`config.mk`:
```
export PLATFORM = sky130hd
export DESIGN_NAME = mtc_front
export DESIGN_NICKNAME = d
export VERILOG_FILES = /design/src/rtl/mtc_pkg.sv /design/src/rtl/mtc_front.sv
export SDC_FILE = /design/constraint.sdc
export NUM_CORES = 1
export LEC_CHECK = 0
export CORE_UTILIZATION = 60
export CTS_CLUSTER_SIZE = 20
export DETAILED_ROUTE_END_ITERATION = 10
export DONT_BUFFER_PORTS = 1
export PLACE_DENSITY = 0.88
export SLEW_MARGIN = 20
export SYNTH_ARGS = -nofsm -noshare
export SYNTH_HDL_FRONTEND = slang
export SYNTH_SLANG_ARGS = --single-unit
```
`constraint.sdc`:
```
create_clock -name clk -period 22.1 [get_ports clk]
set_input_delay 4.42 -clock clk [delete_from_list [all_inputs] [get_ports clk]]
set_output_delay 4.42 -clock clk [all_outputs]
set_load 0.02 [all_outputs]
```
`src/rtl/mtc_pkg.sv`:
```
// Package for the magnetometer trim compensation block.
// Shared types, queue sizing, divider sizing and special-value codes.
// No dependencies.
`timescale 1ns / 1ps
`default_nettype none
package mtc_pkg;

  localparam int MTC_SENSORS = 8;
  localparam int QDEPTH      = 2;
  localparam int QLW         = $clog2(QDEPTH + 1);
  localparam int QPW         = (QDEPTH > 1) ? $clog2(QDEPTH) : 1;

  localparam int DIV_NW = 33;
  localparam int DIV_DW = 17;

  localparam logic signed [12:0] AXIS_OVF   = -13'sd4096;
  localparam logic signed [14:0] Z_OVF      = -15'sd16384;
  localparam logic signed [15:0] FAULT_CODE = -16'sd32768;
  localparam logic [15:0]        Z_SAT      = 16'd32767;

  typedef enum logic {
    REQ_COMP = 1'b0,
    REQ_LOAD = 1'b1
  } req_type_t;

  typedef struct packed {
    logic signed [12:0] x;
    logic signed [12:0] y;
    logic signed [14:0] z;
    logic [13:0]        rh;
    logic [63:0]        w0;
    logic [63:0]        w1;
  } mtc_item_t;

  typedef struct packed {
    logic               start;
    logic [DIV_NW-1:0]  num;
    logic [DIV_DW-1:0]  den;
  } div_req_t;

  typedef struct packed {
    logic               busy;
    logic [DIV_NW-1:0]  quo;
  } div_rsp_t;

  typedef enum logic [3:0] {
    BK_IDLE,
    BK_DIVR,
    BK_WAITR,
    BK_M1,
    BK_M2,
    BK_M3,
    BK_M4,
    BK_M5,
    BK_M6,
    BK_WAITZ
  } bk_state_t;

endpackage
`default_nettype wire

```
`src/rtl/mtc_front.sv`:
```
// Front end: accepts commands, holds the trim store, reads trims for samples.
// Pushes prepared sample words into the queue. Depends on mtc_pkg.
`timescale 1ns / 1ps
`default_nettype none
module mtc_front import mtc_pkg::*; #(
  parameter int SENSORS = MTC_SENSORS
) (
  input  wire logic               clk,
  input  wire logic               rst_n,
  input  wire logic               start,
  output logic                    busy,
  input  wire logic               in_req_type,
  input  wire logic [2:0]         in_sensor_index,
  input  wire logic               in_word_select,
  input  wire logic [63:0]        in_cal_word,
  input  wire logic signed [15:0] in_raw_x,
  input  wire logic signed [15:0] in_raw_y,
  input  wire logic signed [15:0] in_raw_z,
  input  wire logic [15:0]        in_raw_hall,
  input  wire logic [QLW-1:0]     q_level,
  output logic                    push,
  output mtc_item_t               push_item
);

  localparam int IW = (SENSORS > 1) ? $clog2(SENSORS) : 1;

  logic [63:0] mem0 [SENSORS];
  logic [63:0] mem1 [SENSORS];

  logic [63:0]        rd0_r, rd1_r;
  logic               rd_valid_r, range_r;
  logic signed [12:0] x_r, y_r;
  logic signed [14:0] z_r;
  logic [13:0]        rh_r;

  logic          accept;
  logic [IW+2:0] idx_wide;
  logic [IW-1:0] addr;
  logic          in_range;

  assign accept   = start && !busy;
  assign idx_wide = {{IW{1'b0}}, in_sensor_index};
  assign addr     = idx_wide[IW-1:0];
  assign in_range = idx_wide < (IW+3)'(SENSORS);

  // leave room for the word still in the read stage
  assign busy = (32'(q_level) + 32'(rd_valid_r)) >= QDEPTH;

  always_ff @(posedge clk) begin
    if (accept && (in_req_type == REQ_LOAD) && in_range) begin
      if (in_word_select) begin
        mem1[addr] <= in_cal_word;
      end else begin
        mem0[addr] <= in_cal_word;
      end
    end
    rd0_r <= mem0[addr];
    rd1_r <= mem1[addr];
  end

  always_ff @(posedge clk) begin
    if (!rst_n) begin
      rd_valid_r <= 1'b0;
    end else begin
      rd_valid_r <= accept && (in_req_type == REQ_COMP);
    end
  end

  always_ff @(posedge clk) begin
    if (accept) begin
      range_r <= in_range;
      x_r     <= 13'(in_raw_x >>> 3);
      y_r     <= 13'(in_raw_y >>> 3);
      z_r     <= 15'(in_raw_z >>> 1);
      rh_r    <= in_raw_hall[15:2];
    end
  end

  assign push         = rd_valid_r;
  assign push_item.x  = x_r;
  assign push_item.y  = y_r;
  assign push_item.z  = z_r;
  assign push_item.rh = rh_r;
  assign push_item.w0 = range_r ? rd0_r : 64'd0;
  assign push_item.w1 = range_r ? rd1_r : 64'd0;

endmodule
`default_nettype wire

```
Word-level counts from Yosys, hierarchy flattened
Memory sizes are Yosys's and may differ from the RTL's. A register that Yosys moved wholly into a read port is not among the register bits.
Index checks and enable logic that the tools add are counted.
{"block": "classes", "add_sub_neg": 1, "mul": 0, "div": 0, "n_lt_le_gt_ge": 2, "n_eq_ne": 0, "n_shift": 0, "n_mux": 8, "bitwise_logic": 1, "n_reduce_logical": 5}
{"cell": "$mux 64", "count": 2}
{"cell": "$mux 1", "count": 6}
{"cell": "$logic_and 1x1->1", "count": 4}
{"cell": "$lt 3x4->1 const B", "count": 1}
{"cell": "$add 2x1->3", "count": 1}
{"cell": "$ge 3x2->1 const B", "count": 1}
{"cell": "$logic_not 1->1", "count": 1}
{"cell": "$not 1->1", "count": 1}
{"block": "word_totals", "register_bits": 57, "latchBits": 0, "ram_bits": 1024, "rom_bits": 0, "input_bits": 138, "elab_cells": 25, "n_memories": 2}
{"memory": "mem0", "words": 8, "width": 64, "read_ports": 1, "rd_ports_with_merged_regs": 1, "wr": 1, "line_no": "mtc_front.sv:27", "text": "logic [63:0] mem0 [SENSORS];"}
{"memory": "mem1", "words": 8, "width": 64, "read_ports": 1, "rd_ports_with_merged_regs": 1, "wr": 1, "line_no": "mtc_front.sv:28", "text": "logic [63:0] mem1 [SENSORS];"}

Depth between registers and ports, before layout
{"block": "logic_depth", "ltp_word": 8, "mapped_depth": 8, "depth_no_buf": 4}

Least setup slack after synthesis
Ideal clock, no wire load.
{"block": "synth_path", "kind": "in2reg", "from": "input port q_level[0]", "to": "memory mem1[0][0], enable pin", "setup_ps": 646, "t_arrival_ps": 12603, "required_time_ps": 21454, "path_slack_ps": 8851, "stages": 4, "cell_sequence": "a21oi_1 > and2_1 > nand3_1 > nor4_1"}
{"block": "synth_via", "elab_chain_cells": 8}
{"item": "start: declaration", "line_no": "mtc_front.sv:20", "text": "input wire logic [QLW-1:0] q_level,"}
{"item": "$add 2x1->3", "line_no": "mtc_front.sv:47", "text": "assign busy = (32'(q_level) + 32'(rd_valid_r)) >= QDEPTH;"}
{"item": "$ge 3x2->1", "line_no": "mtc_front.sv:47"}
{"item": "$logic_not 1->1", "line_no": "mtc_front.sv:41", "text": "assign accept = start && !busy;"}
{"item": "$logic_and 1x1->1", "line_no": "mtc_front.sv:41"}
{"item": "$logic_and 1x1->1 (2 in series)", "line_no": "mtc_front.sv:50", "text": "if (accept && (in_req_type == REQ_LOAD) && in_range) begin"}
{"item": "$mux 1", "line_no": "mtc_front.sv:50"}
{"item": "$mux 1 (implied by the code)", "line_no": "mtc_front.sv:52", "text": "mem1[addr] <= in_cal_word;"}
{"item": "end: declaration", "line_no": "mtc_front.sv:28"}
Every way passes these cells.

Worst setup path after layout
{"block": "layout_path", "from": "input port q_level[1]", "to": "output port busy"}
{"block": "layout_via", "elab_chain_cells": 2}
{"item": "$add 2x1->3", "line_no": "mtc_front.sv:47"}
{"item": "$ge 3x2->1", "line_no": "mtc_front.sv:47"}
{"item": "end: declaration", "line_no": "mtc_front.sv:11", "text": "output logic busy,"}
Every way passes these cells.

==> flow_metrics.tcl <==
set metrics [dict create \
    status "complete, no violations" \
    internal_power_mw 3.77 \
    drc 0 \
    synth-edff-count 1079 \
    routedWlPerCell_um 30.3 \
    placed_cell_area_um2 43800 \
    p_leak_nw 15.6 \
    ys_warn_count 0 \
    drv_cap 0 \
    start_util_pct 60.9 \
    syn_to_final_growth_pct 11.8 \
    synth-main-ff-cell "edfxtp_1" \
    track_usage_pct 25.4 \
    ys_ff_latch 1208 \
    synthTopCellsByArea "edfxtp_1 (76%), mux4_2 (13%), dfxtp_1 (6.0%)" \
    vias 18863 \
    yosys.area_share.simple_pct 2.54 \
    max_freq_mhz 107 \
    tightest_slew_ns 1.06 \
    post-route-period-util_pct 42.4 \
    synth_top_family_by_area "multiplexers" \
    relSlewSlack_pct 29.0 \
    syn_area_per_cell_um2 22.8 \
    place.gp.congestion 0.728 \
    drive_above_1_share_pct 26.6 \
    cts-hold-fix-buffers 0 \
    overflow 0 \
    drtAntennaViolNets 0 \
    max_stage_delay_ns 0.28 \
    synth_cell_type_count 26 \
    p_seq_share_pct 54.8 \
    grt_max_degree 265 \
    place_ws_ns 12.67 \
    switchingPower_mw 0.916 \
    hold_viol_final 0 \
    fin_nets 2079 \
    swShare_pct 19.5 \
    numPortBuffers 0 \
    synthAdderAreaFrac_pct 0 \
    synth_xor_area_share_pct 0 \
    maxSlewViolCount 0 \
    rows 97 \
    power.density_nw_per_um2 98.0 \
    finalInstanceArea_um2 47900 \
    numCtsBuffers 113 \
    crit_arrival_ns 4.94 \
    final_util_pct 68.1 \
    rsz0062_at_grt "false" \
    dr.pass1.iters 5 \
    ys_seq_area_share_pct 81.7 \
    worst-path-buf-inv 1 \
    synth_top_area_cell "edfxtp_1" \
    setup-violations-final 0 \
    worst_slack_ns 12.74 \
    finClkSkew_ns 0.0255 \
    grt_pass1_wl_mm 130 \
    critical_path.endpoint_type "primary output" \
    core_um2 70300 \
    fill_cells 3958 \
    cts_setup_buffers 0 \
    die_area_um2 72400 \
    drt-initial-drc-count 2076 \
    clkSinkCount 1208 \
    clk_latency_ns 0.68 \
    synthMuxAreaShare_pct 14.6 \
    hold_class "register to register" \
    avgViaCountPerCell 6.33 \
    clkSlewWorstSetupHoldPaths_ns 0.06 \
    tns_ns 0 \
    p_clk_share_pct 43.2 \
    async_flop_share_pct 0 \
    path_cells "a21oi_1 > inv_1" \
    cts_tree "yes" \
    io-pin-count 323 \
    synth_compound_area_share_pct 0.0643 \
    dieWidth_um 269 \
    ctsResizeCount 0 \
    clk_path_buf_depth 3 \
    critPathRequiredTime_ns 17.68 \
    grt_pass1_vias 19677 \
    fin_crit_ns 9.36 \
    yosys.area.top_type_share_pct 75.7 \
    critPathKind "primary input to primary output" \
    syn_nets 2018 \
    power_frac_comb_pct 2.0 \
    power_mw 4.69 \
    syn_area_um2 42800 \
    hpwlAfterDp_mm 43.6 \
    worst_path_max_delay_cell "a21oi_1" \
    vdd_drop_max_mv 0.0707 \
    dieHeight_um 269 \
    htree_levels 3 \
    wl_mm 90.5 \
    cp_max_fo 3 \
    antenna_found_initial 5 \
    root_buffer "clkbuf_16" \
    crit_family "compound AO/OA/AOI/OAI gates" \
    synth_cells 1880 \
    start_kind "primary input" \
]
-- synthesized netlist by cell type (all sizes together), types with 2 or more instances --
cell,count
mux4,254
mux2,44
edfxtp,1079
nand2,253
clkbuf,30
dfxtp,129
nor2,4
mux2i,3
nor4,2
and3,2
inv,3
nor3,10
buf,55
nand3,4
-- power by group through the flow --
stage                     registers [mW]  logic [mW]  clock network (mW)
after CTS                           2.57      0.0936                2.05
after detailed placement            2.62      0.0906                   0
after global routing                2.57      0.0982                2.14
after global placement              2.62      0.0880                   0
after floorplan                     2.61      0.0977                   0
final                               2.57      0.0931                2.02
-- metrics by stage --
step | std cells | hold slack (ns)
floorplan | 1880 | 0.552
finish | 2982 | 0.641
CTS | 2980 | 0.647
global placement | 2765 | 0.575
global route | 2982 | 0.670
detailed placement | 2765 | 0.633
-- layer usage --
metal	vias to the layer above	wire, um	GRT usage, %
li1	7736	-	-
met1	10009	32800	32.9
met2	954	47100	43.4
met3	164	8050	5.15
met4	0	2430	8.49
met5	-	0	0
-- final cells by class --
cell class | count | area [um2] | area share, %
flip-flops and latches | 1208 | 35000 | 73.1
multi-input cells | 584 | 7450 | 15.6
clock buffers | 160 | 3330 | 6.95
clock inverters | 55 | 662 | 1.38
well taps | 940 | 1180 | 2.46
inverters | 3 | 13.8 | 0.0288
diodes | 1 | 2.50 | 0.00523
repair buffers | 31 | 245 | 0.512
-- cell usage in the layout, fill, tap and decap left out, types with 4 or more instances in the layout --
cell        Yosys  final
nor3_2          0     10
nand3_1         4      4
dfxtp_1       129    129
clkinvlp_4      0      7
clkbuf_8        0     26
mux2_2         44     44
clkbuf_16       0    116
bufinv_16       0     12
mux4_2        254    254
clkinv_2        0     24
nand2_1       253    253
buf_4           5     30
clkbuf_1       30     18
edfxtp_1     1079   1079
-- flip-flops by register name (all words and copies together) (netlist names) --
signal  count
z_r        15
mem0      512
y_r        13
rh_r       14
push        1
mem1      512
rd1_r      64
rd0_r      64
x_r        13
-- path summary, 6_finish.rpt --
path	from	to	slack, ns	cells past startpoint
max	q_level[1]	busy	12.74	2
max reg2reg	push	mem1[1][49]	18.72	6
min reg2reg	mem1[7][3]	rd1_r[3]	0.64	3
min	mem1[7][3]	rd1_r[3]	0.64	3
-- logic make-up (layout without fill, tap and decap cells) --
logic type	after synthesis	after routing
buf+inv	88	249
simple gates	279	279
other cells	0	1
flops	1208	1208
compound gates	4	4
mux	301	301
Note: power is estimated with default switching activity, not from simulation.
