[config.mk]
export PLATFORM = sky130hd
export DESIGN_NAME = mtc_queue
export DESIGN_NICKNAME = d
export VERILOG_FILES = /design/src/rtl/mtc_pkg.sv /design/src/rtl/mtc_queue.sv
export SDC_FILE = /design/constraint.sdc
export NUM_CORES = 1
export LEC_CHECK = 0
export BUFFER_PORTS_ARGS = -buffer_cell sky130_fd_sc_hd__buf_2
export CAP_MARGIN = 20
export CORE_ASPECT_RATIO = 1.4
export CORE_MARGIN = 2
export CORE_UTILIZATION = 50
export DETAILED_ROUTE_END_ITERATION = 7
export GPL_TIMING_DRIVEN = 0
export HOLD_SLACK_MARGIN = 0.15
export PLACE_DENSITY = 0.86
export SLEW_MARGIN = 20
export SYNTH_ARGS = -nofsm -noshare
export SYNTH_HDL_FRONTEND = slang
export SYNTH_SLANG_ARGS = --single-unit
[constraint.sdc]
create_clock -name clk -period 11.6 [get_ports clk]
set_input_delay 0 -clock clk [delete_from_list [all_inputs] [get_ports clk]]
set_output_delay 0 -clock clk [all_outputs]
set_load 0.005 [all_outputs]
[src/rtl/mtc_pkg.sv]
// Package for the magnetometer trim compensation block.
// Shared types, queue sizing, divider sizing and special-value codes.
// No dependencies.
`timescale 1ns / 1ps
`default_nettype none
package mtc_pkg;

  localparam int MTC_SENSORS = 8;
  localparam int QDEPTH      = 2;
  localparam int QLW         = $clog2(QDEPTH + 1);
  localparam int QPW         = (QDEPTH > 1) ? $clog2(QDEPTH) : 1;

  localparam int DIV_NW = 33;
  localparam int DIV_DW = 17;

  localparam logic signed [12:0] AXIS_OVF   = -13'sd4096;
  localparam logic signed [14:0] Z_OVF      = -15'sd16384;
  localparam logic signed [15:0] FAULT_CODE = -16'sd32768;
  localparam logic [15:0]        Z_SAT      = 16'd32767;

  typedef enum logic {
    REQ_COMP = 1'b0,
    REQ_LOAD = 1'b1
  } req_type_t;

  typedef struct packed {
    logic signed [12:0] x;
    logic signed [12:0] y;
    logic signed [14:0] z;
    logic [13:0]        rh;
    logic [63:0]        w0;
    logic [63:0]        w1;
  } mtc_item_t;

  typedef struct packed {
    logic               start;
    logic [DIV_NW-1:0]  num;
    logic [DIV_DW-1:0]  den;
  } div_req_t;

  typedef struct packed {
    logic               busy;
    logic [DIV_NW-1:0]  quo;
  } div_rsp_t;

  typedef enum logic [3:0] {
    BK_IDLE,
    BK_DIVR,
    BK_WAITR,
    BK_M1,
    BK_M2,
    BK_M3,
    BK_M4,
    BK_M5,
    BK_M6,
    BK_WAITZ
  } bk_state_t;

endpackage
`default_nettype wire

[src/rtl/mtc_queue.sv]
// Short FIFO between the front end and the compute back end.
// Depends on mtc_pkg for the word type and depth.
`timescale 1ns / 1ps
`default_nettype none
module mtc_queue import mtc_pkg::*; (
  input  wire logic       clk,
  input  wire logic       rst_n,
  input  wire logic       push,
  input  wire mtc_item_t  push_item,
  input  wire logic       pop,
  output mtc_item_t       head,
  output logic            empty,
  output logic [QLW-1:0]  level
);

  mtc_item_t        slots [QDEPTH];
  logic [QPW-1:0]   wr_ptr_r, rd_ptr_r;
  logic [QLW-1:0]   level_r;

  function automatic logic [QPW-1:0] ptr_inc(input logic [QPW-1:0] p);
    return (p == QPW'(QDEPTH - 1)) ? '0 : p + 1'b1;
  endfunction

  assign head  = slots[rd_ptr_r];
  assign empty = (level_r == '0);
  assign level = level_r;

  always_ff @(posedge clk) begin
    if (push) begin
      slots[wr_ptr_r] <= push_item;
    end
  end

  always_ff @(posedge clk) begin
    if (!rst_n) begin
      wr_ptr_r <= '0;
      rd_ptr_r <= '0;
      level_r  <= '0;
    end else begin
      if (push) begin
        wr_ptr_r <= ptr_inc(wr_ptr_r);
      end
      if (pop) begin
        rd_ptr_r <= ptr_inc(rd_ptr_r);
      end
      if (push && !pop) begin
        level_r <= level_r + 1'b1;
      end else if (pop && !push) begin
        level_r <= level_r - 1'b1;
      end
    end
  end

endmodule
`default_nettype wire

# [Yosys cells after proc, flatten, opt, wreduce, memory -nomap -nowiden]
# Memory sizes are Yosys's and may differ from the RTL's. A register that Yosys moved wholly into a read port is not among the register bits.
# Index checks and enable logic that the tools add are counted.
[totals] ff_bits=4 mem_bits_rw=366 inputBits=187 output_inout_bits=186 wordCells=22 n_memories=1
[classes] add_sub_neg=4 n_mux=8 n_reduce_logical=6
[memory_table] name="slots" depth=2 width=183 rd=1 rd_clocked_by_memory_dff=1 wr=1 line_no="mtc_queue.sv:16" source="mtc_item_t slots [QDEPTH];"
[op_table] operator="1-bit 2-to-1 mux" count=6
[op_table] operator="2-bit 2-to-1 mux" count=2
[op_table] operator="1-bit adder, second input constant" count=2
[op_table] operator="2-bit by 1-bit adder with 2-bit output, second input constant" count=1
[op_table] operator="1-bit logical AND" count=2
[op_table] operator="1-bit logical NOT" count=2
[op_table] operator="2-bit logical NOT" count=1
[op_table] operator="2-bit nonzero test" count=1
[op_table] operator="2-bit by 1-bit subtractor with 2-bit output, second input constant" count=1

# [Logic depth before layout (Yosys ltp)]
[depth] word_depth=4 ltp_mapped=5

# [Worst setup path before layout]
# Ideal clock, no wire load.
[synth_path] kind="reg-to-reg" start="register wr_ptr_r" end="register wr_ptr_r" setup_time_ps=96 arrival_ps=9023 t_required_ps=11504 setup_slack_ps=2481 path_stages_with_launch=3 path_buffers=0 period_less_slack_ps=9119 path_cell_list="dfxtp_1 nor2b_1 o21a_1"
[synth_via] elab_chain_len=2
[synth_rtl] element="start, declared" line_no="mtc_queue.sv:17" source="logic [QPW-1:0] wr_ptr_r, rd_ptr_r;"
[synth_rtl] element="start signal, assigned" line_no="mtc_queue.sv:41" source="wr_ptr_r <= ptr_inc(wr_ptr_r);"
[synth_rtl] element="1-bit adder" line_no="mtc_queue.sv:21" source="return (p == QPW'(QDEPTH - 1)) ? '0 : p + 1'b1;"
[synth_rtl] element="1-bit 2-to-1 mux *" line_no="mtc_queue.sv:21"
# Every way passes the cells marked *; elsewhere a longest branch is shown, timed or not.
# A chain may end at the register's enable or synchronous reset.

# [Worst setup path after layout]
[layout_path] start="register wr_ptr_r" end="memory slots[0][75] (netlist bit), enable pin"
[layout_lines] element="end, declared" line_no="mtc_queue.sv:16"
# Straight into the memory's write port.

==> impl_metrics.prom <==
# TYPE chip_impl_metric gauge
chip_impl_info{name="run_status",value="finished clean"} 1
chip_impl_metric{name="synthesis.nets",unit=""} 778
chip_impl_metric{name="groute.usage.overall",unit=""} 0.231
chip_impl_info{name="cts-root-buf",value="clkbuf_16"} 1
chip_impl_metric{name="area.sequential",unit="sq um"} 11100
chip_impl_info{name="synth_most_common_cell",value="edfxtp_1"} 1
chip_impl_metric{name="r2r_cells",unit=""} 5
chip_impl_metric{name="skew",unit="ps"} 15.6
chip_impl_metric{name="die_width",unit="microns"} 143
chip_impl_metric{name="maxCapViolations",unit=""} 0
chip_impl_metric{name="fp.dieH",unit="microns"} 198
chip_impl_metric{name="fp.dieArea",unit="sq um"} 28300
chip_impl_metric{name="critical_path_peak_fanout",unit=""} 26
chip_impl_metric{name="timing_worst_slew_pin_value",unit="ps"} 683
chip_impl_info{name="endpoint",value="slots[0][75]"} 1
chip_impl_metric{name="detail_route.drc_violations",unit=""} 0
chip_impl_metric{name="skew_pair_late_insertion_delay",unit="ps"} 510
chip_impl_metric{name="final_layout_size_suffix_gt1_frac",unit=""} 0.522
chip_impl_metric{name="route.detailed.wl_per_inst",unit="microns"} 21.1
chip_impl_metric{name="core.rowCount",unit=""} 71
chip_impl_info{name="synth.cells.most_frequent",value="edfxtp_1 (366), mux2_2 (183), buf_6 (19)"} 1
chip_impl_metric{name="total_area_of_multi_input_combinational_cells",unit="sq um"} 2180
chip_impl_metric{name="finalHoldWorstSlack",unit="ps"} 210
chip_impl_metric{name="violation_count_after_the_first_detailed_route_iteration",unit=""} 416
chip_impl_metric{name="antenna_found_initial",unit=""} 0
chip_impl_metric{name="placed_cells",unit=""} 1338
chip_impl_metric{name="hold_path_depth",unit=""} 2
chip_impl_metric{name="clkTransAtPathRegs",unit="ps"} 60
chip_impl_metric{name="finalWeightedCongestion",unit=""} 0.763
chip_impl_metric{name="setup.reg_to_reg.worst_slack",unit="ps"} 9520
chip_impl_info{name="netlist.top_cell.by_area",value="edfxtp_1"} 1
chip_impl_metric{name="worstPathRequired",unit="ps"} 11800
chip_impl_metric{name="yosys_warnings",unit=""} 0
chip_impl_metric{name="grt.overflow.total",unit=""} 0
chip_impl_metric{name="portBuffers",unit=""} 372
chip_impl_metric{name="clock_period_minus_worst_slack",unit="ps"} 2080
chip_impl_metric{name="area_delta_synth_final",unit="%"} 40.6
chip_impl_metric{name="cts-root-to-sink-buffers",unit=""} 3
chip_impl_metric{name="antenna-diode-count",unit=""} 0
chip_impl_info{name="synth_top_cells_by_area",value="edfxtp_1 (82%), mux2_2 (15%), buf_6 (1.6%), dfxtp_1 (0.74%), and2_1 (0.19%)"} 1
chip_impl_metric{name="postSynth.asyncResetShare",unit=""} 0
chip_impl_metric{name="timing_max_transition_violations_final",unit=""} 0
chip_impl_metric{name="grt_pass1_wl",unit="microns"} 48800
chip_impl_metric{name="first_global_vias",unit=""} 8907
chip_impl_metric{name="postSynthRegisterBits",unit=""} 371
chip_impl_metric{name="yosysTopAreaCellShare",unit=""} 0.815
chip_impl_info{name="worstSetupStartpointType",value="flop"} 1
chip_impl_metric{name="placement.cell_area",unit="sq um"} 16100
chip_impl_info{name="worst_r2r_startpoint",value="wr_ptr_r"} 1
chip_impl_metric{name="clock-sinks",unit=""} 371
chip_impl_metric{name="total_vias_in_the_final_route",unit=""} 8015
chip_impl_metric{name="via_density",unit=""} 5.07
chip_impl_info{name="hp-class",value="in2reg"} 1
chip_impl_metric{name="boundaryPins",unit=""} 373
chip_impl_metric{name="seq_area_frac_synth",unit=""} 0.823
chip_impl_info{name="clock_tree_from_tritoncts",value="built"} 1
chip_impl_metric{name="htree_levels",unit=""} 2
chip_impl_metric{name="detailedPlacementHpwl",unit="microns"} 19000
chip_impl_metric{name="ant_nets",unit=""} 0
chip_impl_metric{name="count_of_fill_cells_added_during_filler_insertion",unit=""} 1517
chip_impl_metric{name="starting_density",unit=""} 0.504
chip_impl_metric{name="finalSetupViolCount",unit=""} 0
chip_impl_metric{name="total_power",unit="mW"} 2.97
chip_impl_metric{name="cp_slowest_stage_delay",unit="ps"} 540
chip_impl_metric{name="routed_wl",unit="microns"} 33400
chip_impl_metric{name="cp.arrival",unit="ps"} 2280
chip_impl_metric{name="max_freq",unit="GHz"} 0.480
chip_impl_metric{name="synth_cell_type_count",unit=""} 16
chip_impl_metric{name="post_cts.repair.setup_buffers",unit=""} 0
chip_impl_info{name="critical_path.slowest_cell",value="nor2b_4"} 1
chip_impl_info{name="worst_hold_startpoint",value="push_item[180]"} 1
chip_impl_metric{name="finalInstanceArea",unit="sq um"} 19000
chip_impl_metric{name="cts_repair_resize_count",unit=""} 0
chip_impl_metric{name="post_synth_instance_area",unit="sq um"} 13500
chip_impl_metric{name="finalSetupTns",unit="ps"} 0
chip_impl_metric{name="detail_route.first_pass.iterations",unit=""} 4
chip_impl_info{name="worst_setup_path_end_kind",value="flop"} 1
chip_impl_info{name="rsz0062_at_grt",value="no"} 1
chip_impl_metric{name="final_nets",unit=""} 1384
chip_impl_metric{name="netlist_instances",unit=""} 590
chip_impl_metric{name="cts-buffers-inserted",unit=""} 34
chip_impl_metric{name="power_density",unit="nW/um^2"} 157
chip_impl_info{name="crit_chain",value="nor2b_4 -> buf_12 -> buf_16 -> buf_16 -> buf_12"} 1
chip_impl_info{name="synth_top_flop_cell",value="edfxtp_1"} 1
chip_impl_metric{name="coreArea",unit="sq um"} 26700
chip_impl_metric{name="synth_enable_flop_cells",unit=""} 366
chip_impl_metric{name="vdd_ir_drop_max",unit="mV"} 0.151
chip_impl_metric{name="hold_viol_final",unit=""} 0
chip_impl_metric{name="grt_start_max_net_pins",unit=""} 53
chip_impl_info{name="reg2reg_to",value="slots[0][75]"} 1
chip_impl_metric{name="power.leakage",unit="nW"} 7.20
chip_impl_metric{name="syn_area_per_cell",unit="sq um"} 22.8
chip_impl_info{name="crit_path_category",value="reg2reg"} 1
chip_impl_metric{name="final-instance-count-excl-fill",unit=""} 1580
chip_impl_info{name="cp-startpoint",value="wr_ptr_r"} 1
chip_impl_metric{name="max_slew_margin",unit=""} 0.545
chip_impl_metric{name="min_period_over_period",unit=""} 0.180
## cell type report
class | instances | share of cell area
flip-flops and latches | 371 | 0.585
repair buffers | 570 | 0.211
multi-input cells | 198 | 0.115
clock buffers | 39 | 0.0470
well taps | 365 | 0.0241
plain buffers | 20 | 0.0116
clock inverters | 16 | 0.00574
inverters | 1 | 0.000198
## critical path: cells and delay by family, from the launching register on
kind                   cells  cell delay (ps)
DFF                        1              340
buffers and inverters      4              860
and+or+nand+nor            1              540
## power by group
group,internal (mW),leakage [nW],switching [mW],total (mW)
Sequential,1.55,3.48,0.0202,1.57
Clock,0.572,0.495,0.467,1.04
Combinational,0.200,3.23,0.163,0.363
## per-layer routing
layer,track usage,vias up,share of wire
li1,-,3568,-
met1,0.233,3939,0.34
met2,0.444,409,0.56
met3,0.0522,99,0.064
met4,0.102,0,0.041
met5,0,-,0
## cells by family (layout without fill, tap and decap cells)
logic type,after synthesis,in the layout,synth area share
xor gates and xnor gates,3,3,0.00195
DFF,371,371,0.823
muxes,183,183,0.153
and+or+nand+nor,8,8,0.00353
AOI/OAI and AO/OA,3,3,0.00149
buffers and inverters,21,646,0.0165
adders and majority gates,1,1,0.000928
## per-stage QoR
| step | utilization | setup WS (ps) |
|---|---|---|
| after floorplan | - | 2480 |
| after global placement | 0.591 | -1740 |
| after detailed placement | 0.601 | 9540 |
| after CTS | 0.709 | 9510 |
| after global routing | 0.709 | 9400 |
| final | 0.709 | 9520 |
## what timing repair did
| item | 4_1_cts | 5_1_grt |
|---|---|---|
| setup endpoints to repair | 0 | 0 |
| hold buffers | 187 | 0 |
| endpoints found under the hold margin | 386 | 0 |
## cells in the final DEF, fill, tap and decap left out, drive strengths merged
master,Yosys,final
and2,4,4
o21ai,1,1
bufinv,0,1
clkinvlp,0,1
clkbuf,0,39
inv,1,3
nor2b,2,2
dfxtp,5,5
buf,20,403
nor2,1,1
ha,1,1
xor2,2,2
xnor2,1,1
edfxtp,366,366
dlygate4sd3,0,187
a21boi,1,1
clkinv,0,12
or3,1,1
mux2,183,183
o21a,1,1
## flip-flops by register name (all words and copies together), names as in the netlist, named ones only
signal    cells
level         2
slots       366
wr_ptr_r      1
rd_ptr_r      1
## worst min path at each step
stage               endpoint
4_1_cts         slots[0][59]
2_1_floorplan    slots[0][0]
3_5_place_dp    slots[1][59]
6_report       slots[1][180]
5_1_grt         slots[1][25]
3_3_place_gp   slots[0][180]
Note: power is estimated with default switching activity, not from simulation.
